==> src/rtl/lbx_pkg.sv <==
// shared constants, types and helpers for the letterbox pixel mapper
`default_nettype none

package lbx_pkg;

    // geometry limits and fixed-point format
    localparam int MAX_DIM    = 4096;
    localparam int FRAC_BITS  = 4;
    localparam int DIM_W      = $clog2(MAX_DIM + 1);
    localparam int REG_W      = DIM_W + FRAC_BITS;

    // beat field widths
    localparam int PIN_W      = 16;
    localparam int COORD_W    = 12;
    localparam int IDX_W      = 24;
    localparam int CFG_IDX_W  = 3;
    localparam int CFG_DATA_W = 13;

    // per-point divider geometry
    localparam int NUM_W      = PIN_W + DIM_W;
    localparam int DREM_W     = NUM_W - COORD_W;
    localparam int DIV_BITS   = 2;
    localparam int DIV_STAGES = COORD_W / DIV_BITS;

    // configuration register map
    typedef enum logic [CFG_IDX_W-1:0] {
        REG_SRC_W  = CFG_IDX_W'(0),
        REG_SRC_H  = CFG_IDX_W'(1),
        REG_CAN_W  = CFG_IDX_W'(2),
        REG_CAN_H  = CFG_IDX_W'(3),
        REG_FRAME  = CFG_IDX_W'(4)
    } lbx_reg_idx_t;

    // status handed from the fit unit to the point pipeline
    typedef struct packed {
        logic             busy;
        logic             frame_ready;
        logic [DIM_W-1:0] src_w;
        logic [DIM_W-1:0] src_h;
    } lbx_fit_st_t;

    // fitted region, all values in canvas fixed point
    typedef struct packed {
        logic [REG_W-1:0] rw;
        logic [REG_W-1:0] rh;
        logic [REG_W-1:0] sx;
        logic [REG_W-1:0] sy;
        logic [REG_W-1:0] cwf;
        logic [REG_W-1:0] chf;
    } lbx_region_t;

    // zero reads as one, oversize saturates
    function automatic logic [DIM_W-1:0] eff_size(input logic [CFG_DATA_W-1:0] v);
        logic [DIM_W-1:0] res;
        if (v == '0) begin
            res = DIM_W'(1);
        end
        else if (v > CFG_DATA_W'(MAX_DIM)) begin
            res = DIM_W'(MAX_DIM);
        end
        else begin
            res = DIM_W'(v);
        end
        return res;
    endfunction

endpackage

`default_nettype wire

==> src/rtl/lbx_div_pipe.sv <==
// pipelined restoring divider, two quotient bits per stage
`default_nettype none

module lbx_div_pipe import lbx_pkg::*;
(
    input  logic                  clk,
    input  logic [DIV_STAGES-1:0] en,
    input  logic [NUM_W-1:0]      num,
    input  logic [REG_W-1:0]      den,
    output logic [COORD_W-1:0]    quo
);

    // rem holds the partial remainder, q the unused dividend bits then quotient bits
    logic [DREM_W-1:0]  rem_reg [DIV_STAGES];
    logic [COORD_W-1:0] q_reg   [DIV_STAGES];
    logic [DREM_W-1:0]  rem_in  [DIV_STAGES];
    logic [COORD_W-1:0] q_in    [DIV_STAGES];
    logic [DREM_W-1:0]  rem_w   [DIV_STAGES];
    logic [COORD_W-1:0] q_w     [DIV_STAGES];

    // one compare and subtract
    function automatic logic [DREM_W+COORD_W-1:0] div_step(
        input logic [DREM_W-1:0]  rem,
        input logic [COORD_W-1:0] q,
        input logic [REG_W-1:0]   d
    );
        logic [DREM_W:0]    r;
        logic [DREM_W:0]    dd;
        logic [COORD_W-1:0] qn;
        r  = {rem, q[COORD_W-1]};
        dd = (DREM_W+1)'(d);
        qn = q << 1;
        if (r >= dd)
        begin
            r     = r - dd;
            qn[0] = 1'b1;
        end
        return {r[DREM_W-1:0], qn};
    endfunction

    for (genvar k = 0; k < DIV_STAGES; k++)
    begin : g_stage
        // stage input, the quotient is known to fit so the top bits start below den
        if (k == 0)
        begin : g_first
            assign rem_in[k] = num[NUM_W-1:COORD_W];
            assign q_in[k]   = num[COORD_W-1:0];
        end
        else
        begin : g_next
            assign rem_in[k] = rem_reg[k-1];
            assign q_in[k]   = q_reg[k-1];
        end

        always_comb
        begin
            rem_w[k] = rem_in[k];
            q_w[k]   = q_in[k];
            for (int b = 0; b < DIV_BITS; b++)
            begin
                {rem_w[k], q_w[k]} = div_step(rem_w[k], q_w[k], den);
            end
        end

        always_ff @(posedge clk)
        begin
            if (en[k])
            begin
                rem_reg[k] <= rem_w[k];
                q_reg[k]   <= q_w[k];
            end
        end
    end

    assign quo = q_reg[DIV_STAGES-1];

endmodule

`default_nettype wire

==> config.mk <==
export PLATFORM = sky130hd
export DESIGN_NAME = lbx_div_pipe
export DESIGN_NICKNAME = d
export VERILOG_FILES = /design/src/rtl/lbx_pkg.sv /design/src/rtl/lbx_div_pipe.sv
export SDC_FILE = /design/constraint.sdc
export NUM_CORES = 1
export LEC_CHECK = 0
export BUFFER_PORTS_ARGS = -buffer_cell sky130_fd_sc_hd__buf_4
export CAP_MARGIN = 20
export CELL_PAD_IN_SITES_DETAIL_PLACEMENT = 1
export CELL_PAD_IN_SITES_GLOBAL_PLACEMENT = 2
export CORE_MARGIN = 3
export CORE_UTILIZATION = 35
export CTS_BUF_LIST = sky130_fd_sc_hd__clkbuf_2
export CTS_CLUSTER_SIZE = 40
export DETAILED_ROUTE_END_ITERATION = 12
export PLACE_DENSITY_LB_ADDON = 0.1
export SLEW_MARGIN = 5
export SYNTH_ARGS = -nofsm -noshare
export SYNTH_HDL_FRONTEND = slang
export SYNTH_SLANG_ARGS = --single-unit
==> constraint.sdc <==
create_clock -name clk -period 7.1 [get_ports clk]
set_clock_uncertainty 0.1 [all_clocks]
set_input_delay 0 -clock clk [delete_from_list [all_inputs] [get_ports clk]]
set_output_delay 0 -clock clk [all_outputs]
set_load 0.005 [all_outputs]
==> metrics.md, run 1 <==
| Metric | Value |
|---|---|
| Status | `completed` |
| Row count | `78` |
| Post-Syn Instances | `1692` |
| Max clock buf depth | `2` |
| CP startpoint kind | `input pin` |
| #FFs+latches synth | `157` |
| ANT nets after route | `0` |
| DR pass1 iterations | `4` |
| Total global-route track usage | `0.227` |
| Lkg Pwr | `0.00794 uW` |
| Die X-Extent | `221 um` |
| Top FF cell, synth | `edfxtp_1` |
| Clock transition at the registers of the reported paths | `0.24 ns` |
| YS warnings | `0` |
| Initial core utilization | `0.355` |
| RR Endpoint | `rem_reg[4][2]` |
| Worst setup endpoint | `rem_reg[0][7]` |
| Fin. Hold Viols | `0` |
| RD Place Congestion | `0.819` |
| Sequential area share after synthesis | `0.292` |
| Worst-Skew Late Latency | `0.99 ns` |
| DR iter-0 viols | `582` |
| Worst min path class | `in -> reg` |
| Fin Setup TNS | `0 ns` |
| Register area | `4710 sq um` |
| Worst-Margin Slew | `1.06 ns` |
| Chip height | `221 um` |
| CTS tree | `built` |
| CP Capture Type | `register` |
| Layout cell share with drive strength beyond 1 | `0.163` |
| Syn Nets | `1960` |
| Worst-path cell chain | `dlygate4sd3_1, buf_4, dlygate4sd3_1, fa_1, a21o_1, a21oi_2, o21ba_2, o21ai_0, a21oi_4, mux2_2, dlygate4sd3_1, ha_1, or2_2, a21oi_1, o21ai_0, a31oi_1, o21ai_0, a221oi_4, buf_4, buf_4, nand2_1, dlygate4sd3_1, o31ai_1, dlygate4sd3_1` |
| Maximum vdd drop | `0.305 mV` |
| Nets | `2199` |
| CP max stage delay | `0.60 ns` |
| # DRC | `0` |
| WP data required | `7.86 ns` |
| Crit path launch | `num[12]` |
| RSZ-0062 raised after global routing | `no` |
| Power Density | `608 nW/um^2` |
| Register-to-register setup slack | `1.01 ns` |
| CP dominant cell by count | `dlygate4sd3_1` |
| # H-tree levels | `4` |
| WP data arrival | `7.54 ns` |
| Max reg flops | `85` |
| GRT overflow | `0` |
| PortBufs | `64` |
| Buf/Inv on CP | `8` |
| Initial antenna violation count | `3` |
| Core area | `45500 sq um` |
| Area delta synth->final | `20.2%` |
| CP Max Fanout | `12` |
| Largest net degree at the start of global routing | `30` |
| Total die area | `48700 sq um` |
| Period utilization | `0.954` |
| Number of max-cap violations | `0` |
| Drt total wl | `53800 um` |
| CTS buffer count | `17` |
| Crit path max-delay cell type | `dlygate4sd3_1` |
| Clock root buffer | `clkbuf_2` |
| Via density | `5.51` |
| Max-slew violation count | `0` |
| Worst path depth | `24` |
| HPWL Detailed | `41000 um` |
| Post-synth ARST share | `0` |
| Highest clock rate | `148 MHz` |
| CP delay by family, top | `buffers and inverters` |
| Mapped Area | `16100 sq um` |
| WL/cell | `21.1 um` |
| Max-Slew Margin vs Limit | `0.292` |
| Critical path type | `in -> reg` |
| Global-route wire length before repair | `84000 um` |
| FILL cells | `5263` |
| DR vias | `14016` |
| Footprint of the multi-input gates | `11000 sq um` |
| Post-synth EDFFs | `157` |
| Final Total Pwr | `11800 uW` |
| Io pins | `65` |
| Yosys cell types | `84` |
| # setup viols final | `0` |
| Number of global-route vias before repair | `14908` |
| Clock sink count | `157` |
| Reg2reg path depth | `20` |
| Final min period | `6.77 ns` |
| RR Startpoint | `q_reg[3][11]` |
| Mean Syn Cell Area | `9.53 sq um` |
## final cells by class
cell class                      instances  area share
Multi-Input combinational cell       1414       0.566
Sequential cell                       157       0.243
Timing Repair Buffer                  251       0.118
Tap cell                              600      0.0387
Inverter                               90      0.0180
Clock inverter                         15      0.0112
Clock buffer                           17     0.00439
Antenna cell                            2    0.000258
## what timing repair did
item / CTS / global route
hold buffers: 142 / 0
endpoints found under the setup margin: 0 / 9
gates resized for setup: 0 / 7
setup buffers: 0 / 8
hold endpoints to repair: 232 / 0
## cell families (layout without fill, tap and decap cells)
kind of cell	count (synthesis)	count (layout)	share of synthesized area
adders and majority gates	215	215	0.172
DFF	157	157	0.292
and+or+nand+nor	441	441	0.136
buffers and inverters	121	373	0.0293
other	0	2	0
AOI/OAI and AO/OA	483	483	0.198
xor gates and xnor gates	132	132	0.0717
muxes	143	143	0.100
## layer usage
| layer | wire (um) | GRT usage | vias up | share of wire |
|---|---|---|---|---|
| li1 | - | - | 6922 | - |
| met1 | 23900 | 0.275 | 6872 | 0.44 |
| met2 | 27300 | 0.414 | 149 | 0.51 |
| met3 | 1120 | 0.0323 | 73 | 0.021 |
| met4 | 1500 | 0.0702 | 0 | 0.028 |
| met5 | 0 | 0 | - | 0 |
## Yosys cell counts (25+ instances only)
master    instances  area [sq um]
xnor2_1          92           806
nand4_1          25           156
nor2_1          125           469
mux2_2          117          1320
o21ai_0          92           460
ha_1            204          2550
nor3_1           42           210
nand3_1          37           185
xor2_1           40           350
a21oi_1         152           761
nand2_1          78           293
inv_1            89           334
a21o_1           47           353
edfxtp_1        157          4710
## placed cells by master (no fill, tap or decap), types with 16 or more instances in the layout
cell type,Yosys,layout
xor2_1,40,40
a31oi_1,16,16
a21oi_1,152,150
nor3_1,42,42
xnor2_1,92,92
a21o_1,47,47
nand2b_1,23,23
nor2b_1,21,21
nand3_1,37,37
o21bai_1,16,16
o21a_1,21,21
inv_1,89,86
o21ai_0,92,92
ha_1,204,204
mux2i_1,17,17
buf_4,1,109
nand4_1,25,25
edfxtp_1,157,157
a211oi_1,23,22
dlygate4sd3_1,0,137
clkbuf_2,0,17
nand2_1,78,78
nor2_1,125,125
mux2_2,117,117
## worst min-delay path by stage
stage | slack (ns) | from | cells past startpoint | endpoint
finish | 0.17 | den[12] | 5 | rem_reg[3][12]
global route | 0.1 | num[0] | 3 | q_reg[0][2]
CTS | 0.004 | num[0] | 3 | q_reg[0][2]
detailed placement | 0.08 | num[4] | 1 | q_reg[0][6]
global placement | 0.08 | num[4] | 1 | q_reg[0][6]
floorplan | -0.001 | num[8] | 0 | q_reg[0][10]
## worst min-delay path, cell delays in order
cell     delay [ns]
buf_4          0.08
inv_1          0.33
ha_1           0.52
xnor2_1        0.09
mux2i_1        0.12
## metrics by stage
stage          area (sq um)  utilization  worst slack [ns]  std cells  hold WS, ns
6_report              19400        0.426             0.326       2546        0.174
3_5_place_dp          17500        0.385             0.788       2362       0.0796
5_1_grt               19400        0.426           0.00399       2546       0.0963
4_1_cts               19300        0.424             0.122       2536      0.00403
3_3_place_gp          17500        0.385             0.758       2362       0.0796
2_1_floorplan         16100            -              1.57       1692     -0.00113
## power by group
group          switching, uW  internal [uW]
registers                215           1730
clock network            377            268
logic                   4820           4380
total                   5410           6370
(Power assumes the default switching activity.)
==> run 2: changes to the inputs <==
- clock period: 7.1 -> 7.9 ns (I/O delays scaled with it)
==> metrics.md, run 2 (synthesized netlist as in run 1, its figures left out) <==
| Metric | Value |
|---|---|
| Status | `completed` |
| Nets | `2136 (-2.9%)` |
| # setup viols final | `0 (unchanged)` |
| Die X-Extent | `221 um (unchanged)` |
| CTS tree | `built` |
| Clock root buffer | `clkbuf_2` |
| Clock sink count | `157 (unchanged)` |
| Largest net degree at the start of global routing | `30 (unchanged)` |
| Layout cell share with drive strength beyond 1 | `0.153 (-0.00936)` |
| Max-slew violation count | `0 (unchanged)` |
| DR pass1 iterations | `4 (unchanged)` |
| RSZ-0062 raised after global routing | `no` |
| Met3 wire length | `1230 um (+9.5%)` |
| Worst min path class | `in -> reg` |
| Drt total wl | `53000 um (-1.6%)` |
| CP startpoint kind | `input pin` |
| RR Startpoint | `q_reg[0][11]` |
| DR WL met2 | `26800 um (-2.0%)` |
| Io pins | `65 (unchanged)` |
| Most frequent cells in the layout | `ha_1 (204), edfxtp_1 (157), a21oi_1 (151), nor2_1 (125), mux2_2 (117)` |
| M1 wire length | `23900 um (+0.28%)` |
| Hold_sp | `en[4]` |
| Max-Slew Margin vs Limit | `0.320 (+0.0286)` |
| Via density | `5.53 (+0.46%)` |
| PortBufs | `64 (unchanged)` |
| Hold Path Cell Cnt | `2 (-3)` |
| WL/cell | `21.3 um (+0.90%)` |
| Register-to-register setup slack | `1.62 ns (+0.61 ns)` |
| Global-route wire length before repair | `82300 um (-2.1%)` |
| Number of global-route vias before repair | `14387 (-3.5%)` |
| Total global-route track usage | `0.221 (-0.00574)` |
| RR Endpoint | `rem_reg[1][12]` |
| Crit path launch | `den[0]` |
| Period utilization | `0.911` |
| DR vias | `13726 (-2.1%)` |
| Final min period | `7.19 ns` |
| Highest metal used | `met4` |
| WP data arrival | `7.71 ns (+0.17 ns)` |
| GRT overflow | `0 (unchanged)` |
| Initial antenna violation count | `2 (-1)` |
| CP Max Fanout | `17 (+5)` |
| Area delta synth->final | `16.0%` |
| Worst-Margin Slew | `1.02 ns (-0.0430 ns)` |
| Initial core utilization | `0.355 (unchanged)` |
| WP data required | `8.42 ns (+0.56 ns)` |
| Fin. Hold Viols | `0 (unchanged)` |
| CTS buffer count | `17 (unchanged)` |
| Highest clock rate | `139 MHz` |
| Total die area | `48700 sq um (unchanged)` |
| Worst Hold Endpoint | `q_reg[4][5]` |
| Commonest non-fill, non-tap cell in the layout | `ha_1` |
| Fin Setup TNS | `0 ns (unchanged)` |
| Chip height | `221 um (unchanged)` |
| Reg2reg path depth | `20 (unchanged)` |
| Max reg flops | `85 (unchanged)` |
| Post-cts sizing count | `0 (unchanged)` |
| RD Place Congestion | `0.847 (+3.3%)` |
| FILL cells | `5286 (+0.44%)` |
| HPWL Detailed | `40800 um (-0.39%)` |
| ANT nets after route | `0 (unchanged)` |
| DR iter-0 viols | `830 (+43%)` |
| Number of max-cap violations | `0 (unchanged)` |
| # DRC | `0 (unchanged)` |
| Clock transition at the registers of the reported paths | `0.28 ns (+0.04 ns)` |
| Max clock buf depth | `2 (unchanged)` |
| CP Capture Type | `register` |
| Critical path type | `in -> reg` |
| # H-tree levels | `4 (unchanged)` |
| Row count | `78 (unchanged)` |
| Worst-Skew Late Latency | `0.85 ns (-0.14 ns)` |
| Core area | `45500 sq um (unchanged)` |
## run 2: worst max-delay path, cell delays in order
cell,delay [ns]
dlygate4sd3_1,0.53
buf_4,0.24
ha_1,0.22
inv_1,0.06
fa_1,0.41
a21o_1,0.19
a21oi_1,0.27
o21ba_2,0.27
o21ai_0,0.18
a21oi_2,0.42
dlygate4sd3_1,0.63
buf_4,0.23
mux2_2,0.38
ha_1,0.37
o21a_1,0.20
o21ai_0,0.21
a21oi_1,0.14
a31oi_1,0.27
o21ai_0,0.14
a221oi_2,0.67
buf_4,0.30
o211ai_1,0.11
dlygate4sd3_1,0.58
o41a_1,0.11
dlygate4sd3_1,0.57
## run 2: layer usage
layer / GRT usage / vias to the layer above
met1: 0.282 / 6760
li1: - / 6775
met3: 0.0266 / 44
met5: 0 / -
met4: 0.0484 / 0
met2: 0.400 / 147
## run 2: how the worst max path moves through the flow
stage | endpoint | slack (ns) | cells past startpoint
after detailed placement | rem_reg[4][14] | 1.46 | 20
final | rem_reg[0][15] | 0.71 | 25
after global routing | rem_reg[0][15] | 0.32 | 25
after CTS | rem_reg[0][15] | 0.83 | 25
after floorplan | rem_reg[2][10] | 2.37 | 22
after global placement | rem_reg[4][14] | 1.45 | 19
## run 2: final cells by class
class,instances,area (sq um),share of cell area
Multi-Input combinational cell,1414,11000,0.585
Sequential cell,157,4710,0.252
Timing Repair Buffer,188,1690,0.0903
Tap cell,600,751,0.0401
Inverter,90,338,0.0181
Clock inverter,13,166,0.00890
Clock buffer,18,90.1,0.00482
Antenna cell,2,5.00,0.000268
## run 2: per-stage QoR
step / utilization / hold slack [ns] / instances / worst slack [ns] / instance area (sq um)
2_1_floorplan: - / -0.00113 / 1692 / 2.37 / 16100
3_3_place_gp: 0.383 / 0.0789 / 2350 / 1.45 / 17400
3_5_place_dp: 0.383 / 0.0798 / 2350 / 1.46 / 17400
4_1_cts: 0.411 / 0.00708 / 2480 / 0.826 / 18700
5_1_grt: 0.411 / 0.0140 / 2482 / 0.324 / 18700
6_report: 0.411 / 0.104 / 2482 / 0.705 / 18700
## run 2: what timing repair did
item | in CTS | in global routing
setup buffers | 0 | 0
hold buffers | 99 | 0
endpoints found under the hold margin | 198 | 0
Power of run 2 is left out: the tool's default activity adds up to more than one toggle a clock period on the data nets, which glitch-free logic cannot reach.
