$ cat src/rtl/lbx_pkg.sv
// shared constants, types and helpers for the letterbox pixel mapper
`default_nettype none

package lbx_pkg;

    // geometry limits and fixed-point format
    localparam int MAX_DIM    = 4096;
    localparam int FRAC_BITS  = 4;
    localparam int DIM_W      = $clog2(MAX_DIM + 1);
    localparam int REG_W      = DIM_W + FRAC_BITS;

    // beat field widths
    localparam int PIN_W      = 16;
    localparam int COORD_W    = 12;
    localparam int IDX_W      = 24;
    localparam int CFG_IDX_W  = 3;
    localparam int CFG_DATA_W = 13;

    // per-point divider geometry
    localparam int NUM_W      = PIN_W + DIM_W;
    localparam int DREM_W     = NUM_W - COORD_W;
    localparam int DIV_BITS   = 2;
    localparam int DIV_STAGES = COORD_W / DIV_BITS;

    // configuration register map
    typedef enum logic [CFG_IDX_W-1:0] {
        REG_SRC_W  = CFG_IDX_W'(0),
        REG_SRC_H  = CFG_IDX_W'(1),
        REG_CAN_W  = CFG_IDX_W'(2),
        REG_CAN_H  = CFG_IDX_W'(3),
        REG_FRAME  = CFG_IDX_W'(4)
    } lbx_reg_idx_t;

    // status handed from the fit unit to the point pipeline
    typedef struct packed {
        logic             busy;
        logic             frame_ready;
        logic [DIM_W-1:0] src_w;
        logic [DIM_W-1:0] src_h;
    } lbx_fit_st_t;

    // fitted region, all values in canvas fixed point
    typedef struct packed {
        logic [REG_W-1:0] rw;
        logic [REG_W-1:0] rh;
        logic [REG_W-1:0] sx;
        logic [REG_W-1:0] sy;
        logic [REG_W-1:0] cwf;
        logic [REG_W-1:0] chf;
    } lbx_region_t;

    // zero reads as one, oversize saturates
    function automatic logic [DIM_W-1:0] eff_size(input logic [CFG_DATA_W-1:0] v);
        logic [DIM_W-1:0] res;
        if (v == '0) begin
            res = DIM_W'(1);
        end
        else if (v > CFG_DATA_W'(MAX_DIM)) begin
            res = DIM_W'(MAX_DIM);
        end
        else begin
            res = DIM_W'(v);
        end
        return res;
    endfunction

endpackage

`default_nettype wire

$ cat src/rtl/lbx_fit.sv
// configuration registers and the sequential aspect-fit region calculator
`default_nettype none

module lbx_fit import lbx_pkg::*;
(
    input  logic                  clk,
    input  logic                  rst_n,
    input  logic                  wr_en,
    input  logic [CFG_IDX_W-1:0]  wr_index,
    input  logic [CFG_DATA_W-1:0] wr_data,
    output lbx_fit_st_t           fit_st,
    output lbx_region_t           region
);

    localparam int PROD_W = 2 * DIM_W;
    localparam int NUMF_W = PROD_W + FRAC_BITS;
    localparam int ITER_W = $clog2(NUMF_W);

    typedef enum logic [4:0] {
        FIT_IDLE = 5'b00001,
        FIT_MUL  = 5'b00010,
        FIT_LOAD = 5'b00100,
        FIT_DIV  = 5'b01000,
        FIT_FIN  = 5'b10000
    } lbx_fit_state_t;

    lbx_fit_state_t    state_reg, state_next;
    logic [DIM_W-1:0]  src_w_reg, src_w_next;
    logic [DIM_W-1:0]  src_h_reg, src_h_next;
    logic [DIM_W-1:0]  can_w_reg, can_w_next;
    logic [DIM_W-1:0]  can_h_reg, can_h_next;
    logic              frame_reg, frame_next;
    logic [REG_W-1:0]  rw_reg, rw_next;
    logic [REG_W-1:0]  rh_reg, rh_next;
    logic [REG_W-1:0]  sx_reg, sx_next;
    logic [REG_W-1:0]  sy_reg, sy_next;
    logic [ITER_W-1:0] cnt_reg, cnt_next;

    logic [PROD_W-1:0] prod_a_reg, prod_a_next;
    logic [PROD_W-1:0] prod_b_reg, prod_b_next;
    logic              pillar_reg, pillar_next;
    logic [NUMF_W-1:0] quo_reg, quo_next;
    logic [DIM_W-1:0]  rem_reg, rem_next;
    logic [DIM_W-1:0]  den_reg, den_next;

    logic [REG_W-1:0]  cwf;
    logic [REG_W-1:0]  chf;
    logic [DIM_W:0]    trial;
    logic [NUMF_W-1:0] shifted;
    logic [NUMF_W-1:0] rw_full;
    logic [NUMF_W-1:0] rh_full;

    // canvas extent in fixed point
    assign cwf = REG_W'(can_w_reg) << FRAC_BITS;
    assign chf = REG_W'(can_h_reg) << FRAC_BITS;

    // register writes and the fit sequence: products, compare, long division, centring
    always_comb
    begin
        state_next  = state_reg;
        src_w_next  = src_w_reg;
        src_h_next  = src_h_reg;
        can_w_next  = can_w_reg;
        can_h_next  = can_h_reg;
        frame_next  = frame_reg;
        rw_next     = rw_reg;
        rh_next     = rh_reg;
        sx_next     = sx_reg;
        sy_next     = sy_reg;
        cnt_next    = cnt_reg;
        prod_a_next = prod_a_reg;
        prod_b_next = prod_b_reg;
        pillar_next = pillar_reg;
        quo_next    = quo_reg;
        rem_next    = rem_reg;
        den_next    = den_reg;
        trial       = '0;
        shifted     = '0;
        rw_full     = '0;
        rh_full     = '0;

        if (wr_en)
        begin
            case (wr_index)
                REG_SRC_W:
                begin
                    src_w_next = eff_size(wr_data);
                    state_next = FIT_MUL;
                end
                REG_SRC_H:
                begin
                    src_h_next = eff_size(wr_data);
                    state_next = FIT_MUL;
                end
                REG_CAN_W:
                begin
                    can_w_next = eff_size(wr_data);
                    state_next = FIT_MUL;
                end
                REG_CAN_H:
                begin
                    can_h_next = eff_size(wr_data);
                    state_next = FIT_MUL;
                end
                REG_FRAME:
                begin
                    frame_next = wr_data[0];
                end
                default:
                begin
                end
            endcase
        end

        case (state_reg)
            FIT_IDLE:
            begin
            end
            FIT_MUL:
            begin
                prod_a_next = {{DIM_W{1'b0}}, src_w_reg} * {{DIM_W{1'b0}}, can_h_reg};
                prod_b_next = {{DIM_W{1'b0}}, can_w_reg} * {{DIM_W{1'b0}}, src_h_reg};
                state_next  = FIT_LOAD;
            end
            FIT_LOAD:
            begin
                pillar_next = (prod_a_reg <= prod_b_reg);
                if (prod_a_reg <= prod_b_reg)
                begin
                    quo_next = NUMF_W'(prod_a_reg) << FRAC_BITS;
                    den_next = src_h_reg;
                end
                else
                begin
                    quo_next = NUMF_W'(prod_b_reg) << FRAC_BITS;
                    den_next = src_w_reg;
                end
                rem_next   = '0;
                cnt_next   = ITER_W'(NUMF_W - 1);
                state_next = FIT_DIV;
            end
            FIT_DIV:
            begin
                // one quotient bit per cycle
                trial   = {rem_reg, quo_reg[NUMF_W-1]};
                shifted = quo_reg << 1;
                if (trial >= {1'b0, den_reg})
                begin
                    trial      = trial - {1'b0, den_reg};
                    shifted[0] = 1'b1;
                end
                rem_next = trial[DIM_W-1:0];
                quo_next = shifted;
                if (cnt_reg == '0)
                begin
                    state_next = FIT_FIN;
                end
                else
                begin
                    cnt_next = cnt_reg - ITER_W'(1);
                end
            end
            FIT_FIN:
            begin
                rw_full = pillar_reg ? quo_reg : NUMF_W'(cwf);
                rh_full = pillar_reg ? NUMF_W'(chf) : quo_reg;
                if (rw_full > NUMF_W'(cwf))
                begin
                    rw_full = NUMF_W'(cwf);
                end
                if (rh_full > NUMF_W'(chf))
                begin
                    rh_full = NUMF_W'(chf);
                end
                rw_next    = rw_full[REG_W-1:0];
                rh_next    = rh_full[REG_W-1:0];
                sx_next    = (cwf - rw_full[REG_W-1:0]) >> 1;
                sy_next    = (chf - rh_full[REG_W-1:0]) >> 1;
                state_next = FIT_IDLE;
            end
            default:
            begin
                state_next = FIT_IDLE;
            end
        endcase
    end

    // control and architectural state, reset gives a 1x1 fit at the origin
    always_ff @(posedge clk or negedge rst_n)
    begin
        if (!rst_n)
        begin
            state_reg <= FIT_IDLE;
            src_w_reg <= DIM_W'(1);
            src_h_reg <= DIM_W'(1);
            can_w_reg <= DIM_W'(1);
            can_h_reg <= DIM_W'(1);
            frame_reg <= 1'b0;
            rw_reg    <= REG_W'(1) << FRAC_BITS;
            rh_reg    <= REG_W'(1) << FRAC_BITS;
            sx_reg    <= '0;
            sy_reg    <= '0;
            cnt_reg   <= '0;
        end
        else
        begin
            state_reg <= state_next;
            src_w_reg <= src_w_next;
            src_h_reg <= src_h_next;
            can_w_reg <= can_w_next;
            can_h_reg <= can_h_next;
            frame_reg <= frame_next;
            rw_reg    <= rw_next;
            rh_reg    <= rh_next;
            sx_reg    <= sx_next;
            sy_reg    <= sy_next;
            cnt_reg   <= cnt_next;
        end
    end

    // divider working registers
    always_ff @(posedge clk)
    begin
        prod_a_reg <= prod_a_next;
        prod_b_reg <= prod_b_next;
        pillar_reg <= pillar_next;
        quo_reg    <= quo_next;
        rem_reg    <= rem_next;
        den_reg    <= den_next;
    end

    // status and region out
    assign fit_st.busy        = (state_reg != FIT_IDLE);
    assign fit_st.frame_ready = frame_reg;
    assign fit_st.src_w       = src_w_reg;
    assign fit_st.src_h       = src_h_reg;

    assign region.rw  = rw_reg;
    assign region.rh  = rh_reg;
    assign region.sx  = sx_reg;
    assign region.sy  = sy_reg;
    assign region.cwf = cwf;
    assign region.chf = chf;

endmodule

`default_nettype wire

$ cat config.mk
export PLATFORM = sky130hd
export DESIGN_NAME = lbx_fit
export DESIGN_NICKNAME = d
export VERILOG_FILES = /design/src/rtl/lbx_pkg.sv /design/src/rtl/lbx_fit.sv
export SDC_FILE = /design/constraint.sdc
export NUM_CORES = 1
export LEC_CHECK = 0
export ABC_AREA = 0
export BUFFER_PORTS_ARGS = -buffer_cell sky130_fd_sc_hd__buf_2
export CAP_MARGIN = 20
export CELL_PAD_IN_SITES_DETAIL_PLACEMENT = 1
export CELL_PAD_IN_SITES_GLOBAL_PLACEMENT = 2
export CORE_MARGIN = 5
export CORE_UTILIZATION = 43
export CTS_CLUSTER_SIZE = 40
export DETAILED_ROUTE_END_ITERATION = 10
export GPL_ROUTABILITY_DRIVEN = 0
export HOLD_SLACK_MARGIN = 0.02
export PLACE_DENSITY = 0.89
export SLEW_MARGIN = 5
export SYNTH_ARGS = -nofsm -noshare
export SYNTH_HDL_FRONTEND = slang
export SYNTH_SLANG_ARGS = --single-unit
$ cat constraint.sdc
create_clock -name clk -period 14.45 [get_ports clk]
set_input_delay 0.7225 -clock clk [delete_from_list [all_inputs] [get_ports clk]]
set_output_delay 0.7225 -clock clk [all_outputs]
set_load 0.02 [all_outputs]
==> impl_results.md, run 1 <==
* Outcome: completed
* Min-Delay Path Class: in -> async
* Relative slew slack at 0.323
* Pint at 1.96 mW
* Register area at 6510 um2
* Flops & latches, synth at 238
* Crit path cell chain: buf_4, mux2_2, ha_1, a21oi_1, o21ai_0, a2111oi_2, o21a_1, o21a_1, o22a_1, a21oi_1, ha_1, nand3_1, o31ai_1, nand4_1, a31oi_1, nand2_1, nor4b_1, a211oi_1
* FF-to-FF End: sy_reg[15]$_DFFE_PN0N_
* First-pass GRT wire length at 110000 um
* Maxcap violations at 0
* Syn_area_per_cell at 9.39 um2
* Placed cell count at 3340
* Initial cell density of the core at 0.434
* Critical Path RT at 14890 ps
* Sum of buffers and inverters on the critical path at 1
* Reg2reg start: pillar_reg$_DFFE_PP_
* WL per Instance at 20.0 um
* Vias in the first global route at 20600
* CTS HTree Levels at 1
* Synthesized cell area at 23900 um2
* CTS Buf Count at 30
* Worst vdd ir at 100 uV
* CP peak stage delay at 720 ps
* Share of cells above drive strength 1 at 0.0993
* Worst EP arrival at 6720 ps
* Worst-case reg-to-reg path depth at 18
* DR pass1 iterations at 5
* Crit path time final at 6280 ps
* Post-CTS Resized at 0
* Slowest CP cell: o22a_1
* Seq pwr share at 0.305
* Sw Ratio at 0.426
* Die width at 246 um
* CTS tree: done
* Synth cell types at 67
* Crit path launch type: flip-flop
* Detailed Route WL at 67900 um
* Comb pwr share at 0.468
* Area after DPL at 25200 um2
* RSZ-0062 raised after global routing: no
* Port-buffer cells at 138
* Area growth syn-to-layout at 9.89%
* Clk pwr share at 0.228
* Initial antenna violation count at 4
* Final Setup Violations at 0
* Dominant synthesized flop cell: dfrtp_1
* Total negative setup slack at 0 ps
* Longest Clk Path Bufs at 3
* Worst path depth at 18
* Final #Nets at 3121
* CTS root buf: clkbuf_16
* PD cells at 130 nW/um2
* Core ar. at 55000 um2
* Top delay family on crit path: compound AO/OA/AOI/OAI gates
* P_leak at 13.0 nW
* DR vias/cell at 5.31
* Post-CTS Hold Fix Bufs at 0
* Final Cell Area at 26200 um2
* Die ar. at 60300 um2
* Number of fill cells in the layout at 6295
* Worst Setup End Kind: flip-flop
* Clock sink count at 238
* Post-synth EDFFs at 109
* Non-Filler Instances at 3397
* Site Rows at 86
* All-Layer GR Usage at 0.227
* NetSw at 1.46 mW
* Final clock skew at 21.9 ps
* Post-CTS Setup Inserts at 0
* Asr flop ratio synth at 0.542
* Final hold vios at 0
* ANT nets after route at 0
* Reg clk slew, reported paths at 60 ps
* Starting DRT DRC Count at 786
* Crit path from: pillar_reg$_DFFE_PP_
* Register area share after synthesis at 0.273
* Final Max Tran Viols at 0
* Drt drc at 0
* GRT Residual Overflow at 0
* Largest net degree at the start of global routing at 73
* Total power at 3.42 mW
* Period utilization at 0.435
* Via count at 18000
* Cells after Synth at 2542
* Core Util, Final at 0.477
* Die height at 246 um
* Flop-to-flop setup slack at 8170 ps
* Worst Max-Slew Pin Slew at 1010 ps
* Max Fclk at 159 MHz
* Max reg flops at 30
* YS warnings at 0
* Ant diodes at 0
* Top Ports at 149
* CP Class: reg -> reg
* Worst-Skew Late Latency at 590 ps
* DP Wirelength at 52900 um
* Crit path max fanout at 48
* Multi-input gate area at 15400 um2
[layout make-up]
| class | instances | share of cell area |
|---|---|---|
| clock inverters | 17 | 0.00716 |
| well taps | 748 | 0.0357 |
| multi-input cells | 1789 | 0.587 |
| flip-flops and latches | 238 | 0.248 |
| inverters | 413 | 0.0591 |
| repair buffers | 153 | 0.0313 |
| clock buffers | 39 | 0.0319 |
[layout by cell type (no fill, tap or decap), types with 15 or more instances in the layout]
cell         n
a21oi_1     74
and2_1     162
nand4_1     16
a21o_1      46
nand2_1    374
clkbuf_16   31
nand2b_1    24
ha_1       234
mux2i_1     54
mux2_2      36
xnor2_1     59
buf_2      137
nand3_1     18
xor2_1      21
o21ai_0    169
nor3_1      15
inv_1      413
edfxtp_1   109
a211oi_1    17
fa_1       243
dfrtp_1    122
nor2_1      84
[routing by layer]
layer,share of wire,GRT usage,wire [um]
met5,0,0,0
met4,0.024,0.0548,1600
met3,0.042,0.0228,2840
met2,0.53,0.426,35900
met1,0.41,0.279,27600
[through the flow]
stage                     hold slack (ps)  setup WS, ps
final                                 150          8170
after global routing                  192          7710
after CTS                             156          8170
after detailed placement              465          8260
after global placement                456          8330
after floorplan                       427          8150
[power groups by stage]
| stage | sequential, mW | clock (mW) | combinational, mW |
|---|---|---|---|
| after floorplan | 0.990 | 0 | 1.16 |
| after global placement | 1.05 | 0 | 1.53 |
| after detailed placement | 1.05 | 0 | 1.60 |
| after CTS | 1.04 | 0.800 | 1.62 |
| after global routing | 1.06 | 0.829 | 1.81 |
| final | 1.04 | 0.779 | 1.60 |
[worst max-delay path by stage]
stage                                     endpoint  slack (ps)
final                       sy_reg[15]$_DFFE_PN0N_        8170
after global routing        sy_reg[15]$_DFFE_PN0N_        7710
after CTS                 prod_b_reg[22]$_DFFE_PP_        8170
after detailed placement    sy_reg[15]$_DFFE_PN0N_        8260
after global placement      sy_reg[15]$_DFFE_PN0N_        8330
after floorplan            prod_a_reg[0]$_DFFE_PP_        8150
[cell usage after synthesis, types with 3 or more instances]
library cell    n  area [um2]
buf_4          12        90.1
mux2i_1        54         541
nand2_1       374        1400
nand3b_1        5        37.5
inv_1         413        1550
a31oi_1         6        37.5
o211ai_1        3        22.5
o21a_1          9        67.6
nor3_1         15        75.1
and2_1        162        1010
edfxtp_1      109        3270
and3_1         14        87.6
o21ai_1        14        70.1
xnor2_1        59         517
ha_1          234        2930
xor2_1         21         184
nor4b_1         3        26.3
nor4_1         11        68.8
dfstp_2         7         184
a211oi_1       17         128
a21o_1         46         345
fa_1          243        4860
nand4_1        16         100
a21oi_2         3        26.3
dfrtp_1       122        3050
or3_1           3        18.8
mux2_2         36         405
nor2_1         84         315
clkbuf_1       89         334
buf_2           8        40.0
nand2b_1       24         150
nor4bb_1        3        30.0
o31ai_1         4        30.0
nor2b_1        10        62.6
o21ai_0       169         846
o21bai_1        6        45.0
nand3_1        18        90.1
a21oi_1        74         370
[logic make-up (layout without fill, tap and decap cells)]
logic type | after synthesis | count (layout) | share of synthesized area
buffers and inverters | 524 | 622 | 0.0847
multiplexers | 90 | 90 | 0.0396
other | 1 | 10 | 0.000157
adder cells (fa/ha/maj) | 477 | 477 | 0.327
XOR/XNOR | 80 | 80 | 0.0294
AO/OA/AOI/OAI | 382 | 382 | 0.0982
flip-flops | 238 | 238 | 0.273
AND/OR/NAND/NOR | 750 | 750 | 0.149
(Power assumes the default switching activity.)
==> run 2, diff against run 1 <==
CORE_UTILIZATION = 40   (was 43)
PLACE_DENSITY = 0.84   (was 0.89)
clock period = 6.05 ns   (was 14.45 ns; I/O delays follow)
==> run 2 against run 1 <==
Effect of this change: hold slack worse by 92 ps; sequential power increased by 130%; flip-flop and latch count did not move; non-clock buffer count rose by 79; clock skew increased by 8.6 ps; register-to-register slack worse by 8000 ps; largest cell class unchanged; largest power group unchanged; highest routed layer unchanged.
==> impl_results.md, run 2 (synthesis results as in run 1) <==
* CP peak stage delay at 490 ps
* Maxcap violations at 0
* Port-buffer cells at 138
* CTS HTree Levels at 1
* Final hold vios at 0
* Most common cell after layout, fill and taps aside: inv_1
* All-Layer GR Usage at 0.220
* Initial antenna violation count at 2
* Final clock skew at 30.5 ps
* Critical Path RT at 6390 ps
* Crit path time final at 5850 ps
* Drt drc at 0
* Slowest CP cell: dfrtp_1
* Crit path launch type: flip-flop
* Reg2reg start: can_h_reg[3]$_DFFE_PN0P_
* Clock sink count at 238
* DR pass1 iterations at 5
* CTS root buf: clkbuf_16
* Worst Max-Slew Pin Slew at 1030 ps
* Core ar. at 59000 um2
* Max reg flops at 30
* CTS Buf Count at 30
* Area growth syn-to-layout at 12.8%
* Period utilization at 0.966
* Worst vdd ir at 221 uV
* RSZ-0062 raised after global routing: yes
* Crit path cell chain: buf_4, and2_1, fa_1, inv_1, fa_1, inv_1, ha_1, ha_1, ha_1, ha_1, fa_1, a21o_1, a21oi_1, nor2b_1, o21a_1, o41a_1, a221o_1, a41oi_2, a21oi_1, nor2_1, xnor2_1
* Top delay family on crit path: adder cells
* First-pass GRT wire length at 112000 um
* Longest Clk Path Bufs at 3
* Initial cell density of the core at 0.404
* Min-delay src: wr_en
* Crit path max fanout at 10
* Core Util, Final at 0.456
* CTS tree: done
* Commonest non-fill, non-tap cells in the layout: inv_1 (413), nand2_1 (374), fa_1 (243)
* Die height at 254 um
* Die ar. at 64600 um2
* DP Worst Slack at 84.4 ps
* Final worst setup slack at 203 ps
* Relative slew slack at 0.312
* Vias in the first global route at 20400
* Sum of buffers and inverters on the critical path at 3
* PD cells at 306 nW/um2
* Crit path from: can_h_reg[3]$_DFFE_PN0P_
* Share of cells above drive strength 1 at 0.133
* Top Ports at 149
* CP Class: reg -> reg
* Detailed Route WL at 71000 um
* Worst-Skew Late Latency at 590 ps
* ANT nets after route at 0
* DP Wirelength at 56900 um
* Min-Delay Path Class: in -> reg
* Max Fclk at 171 MHz
* Via count at 18300
* WL per Instance at 20.3 um
* Worst EP arrival at 6190 ps
* Die width at 254 um
* Total power at 8.22 mW
* Final Setup Violations at 0
* Final #Nets at 3200
* Placed cell count at 3440
* GRT Residual Overflow at 0
* Outcome: completed
* Most used cell, CP: ha_1
* Total negative setup slack at 0 ps
* Site Rows at 89
* Worst Setup End Kind: flip-flop
* Non-Filler Instances at 3501
* P_leak at 13.3 nW
* Final Max Tran Viols at 0
* Largest net degree at the start of global routing at 74
* Starting DRT DRC Count at 857
* Reg clk slew, reported paths at 60 ps
* DR vias/cell at 5.21
## run 2: cell types whose count changed in the layout (fill, tap and decap cells not counted), sizes merged
cell	delta
diode	+1
inv	-1
clkinvlp	-5
dlygate4sd3	+2
buf	+77
bufinv	-1
clkbuf	+6
## run 2: where the power goes
part / switching [mW] / total [mW] / internal (mW)
Combinational: 2.45 / 4.07 / 1.62
Sequential: 0.307 / 2.37 / 2.07
Clock: 0.722 / 1.78 / 1.05
## run 2: worst register-to-register path, stage by stage (launching register included)
cell and delay [ps]:
dfrtp_1 490, buf_4 240, and2_1 180, fa_1 480, inv_1 50, fa_1 480
inv_1 50, ha_1 270, ha_1 290, ha_1 300, ha_1 220, fa_1 470
a21o_1 200, a21oi_1 210, nor2b_1 80, o21a_1 190, o41a_1 400, a221o_1 410
a41oi_2 260, a21oi_1 90, nor2_1 170, xnor2_1 90
## run 2: routing by layer
layer	vias to the layer above	global-route usage	share of wire
li1	8503	-	-
met1	9323	0.268	0.41
met2	313	0.406	0.52
met3	115	0.0258	0.039
met4	0	0.0670	0.033
met5	-	0	0
## run 2: area by class of cell
cell class                 instances  area (um2)
fill                            6849       32100
multi-input combinational       1789       15400
sequential                       238        6540
inverter                         413        1550
timing repair buffer             232        1460
tap                              773         967
clock buffer                      45         858
clock inverter                    10        98.8
antenna                            1        2.50
## run 2: worst paths after layout
| check | to | depth (start not counted) | slack, ps |
|---|---|---|---|
| max | prod_a_reg[24]$_DFFE_PP_ | 21 | 200 |
| min | frame_reg$_DFFE_PN0P_ | 3 | 60 |
| max in group asynchronous | src_h_reg[6]$_DFFE_PN0P_ | 3 | 4270 |
| min reg2reg | sx_reg[3]$_DFFE_PN0N_ | 2 | 470 |
| min in group asynchronous | sy_reg[4]$_DFFE_PN0N_ | 2 | 300 |
| max reg2reg | prod_a_reg[24]$_DFFE_PP_ | 21 | 200 |
## run 2: timing repair
action,CTS,global route
setup endpoints to repair,0,11
hold buffers,2,0
endpoints found under the hold margin,65,0
gates resized for setup,0,35
setup buffers,0,1
## run 2: through the flow
step	area [um2]	hold slack [ps]
after CTS	26800	20.1
after global routing	26900	56.3
final	26900	58.1
after detailed placement	25800	362
after floorplan	23900	6.91
after global placement	25800	351
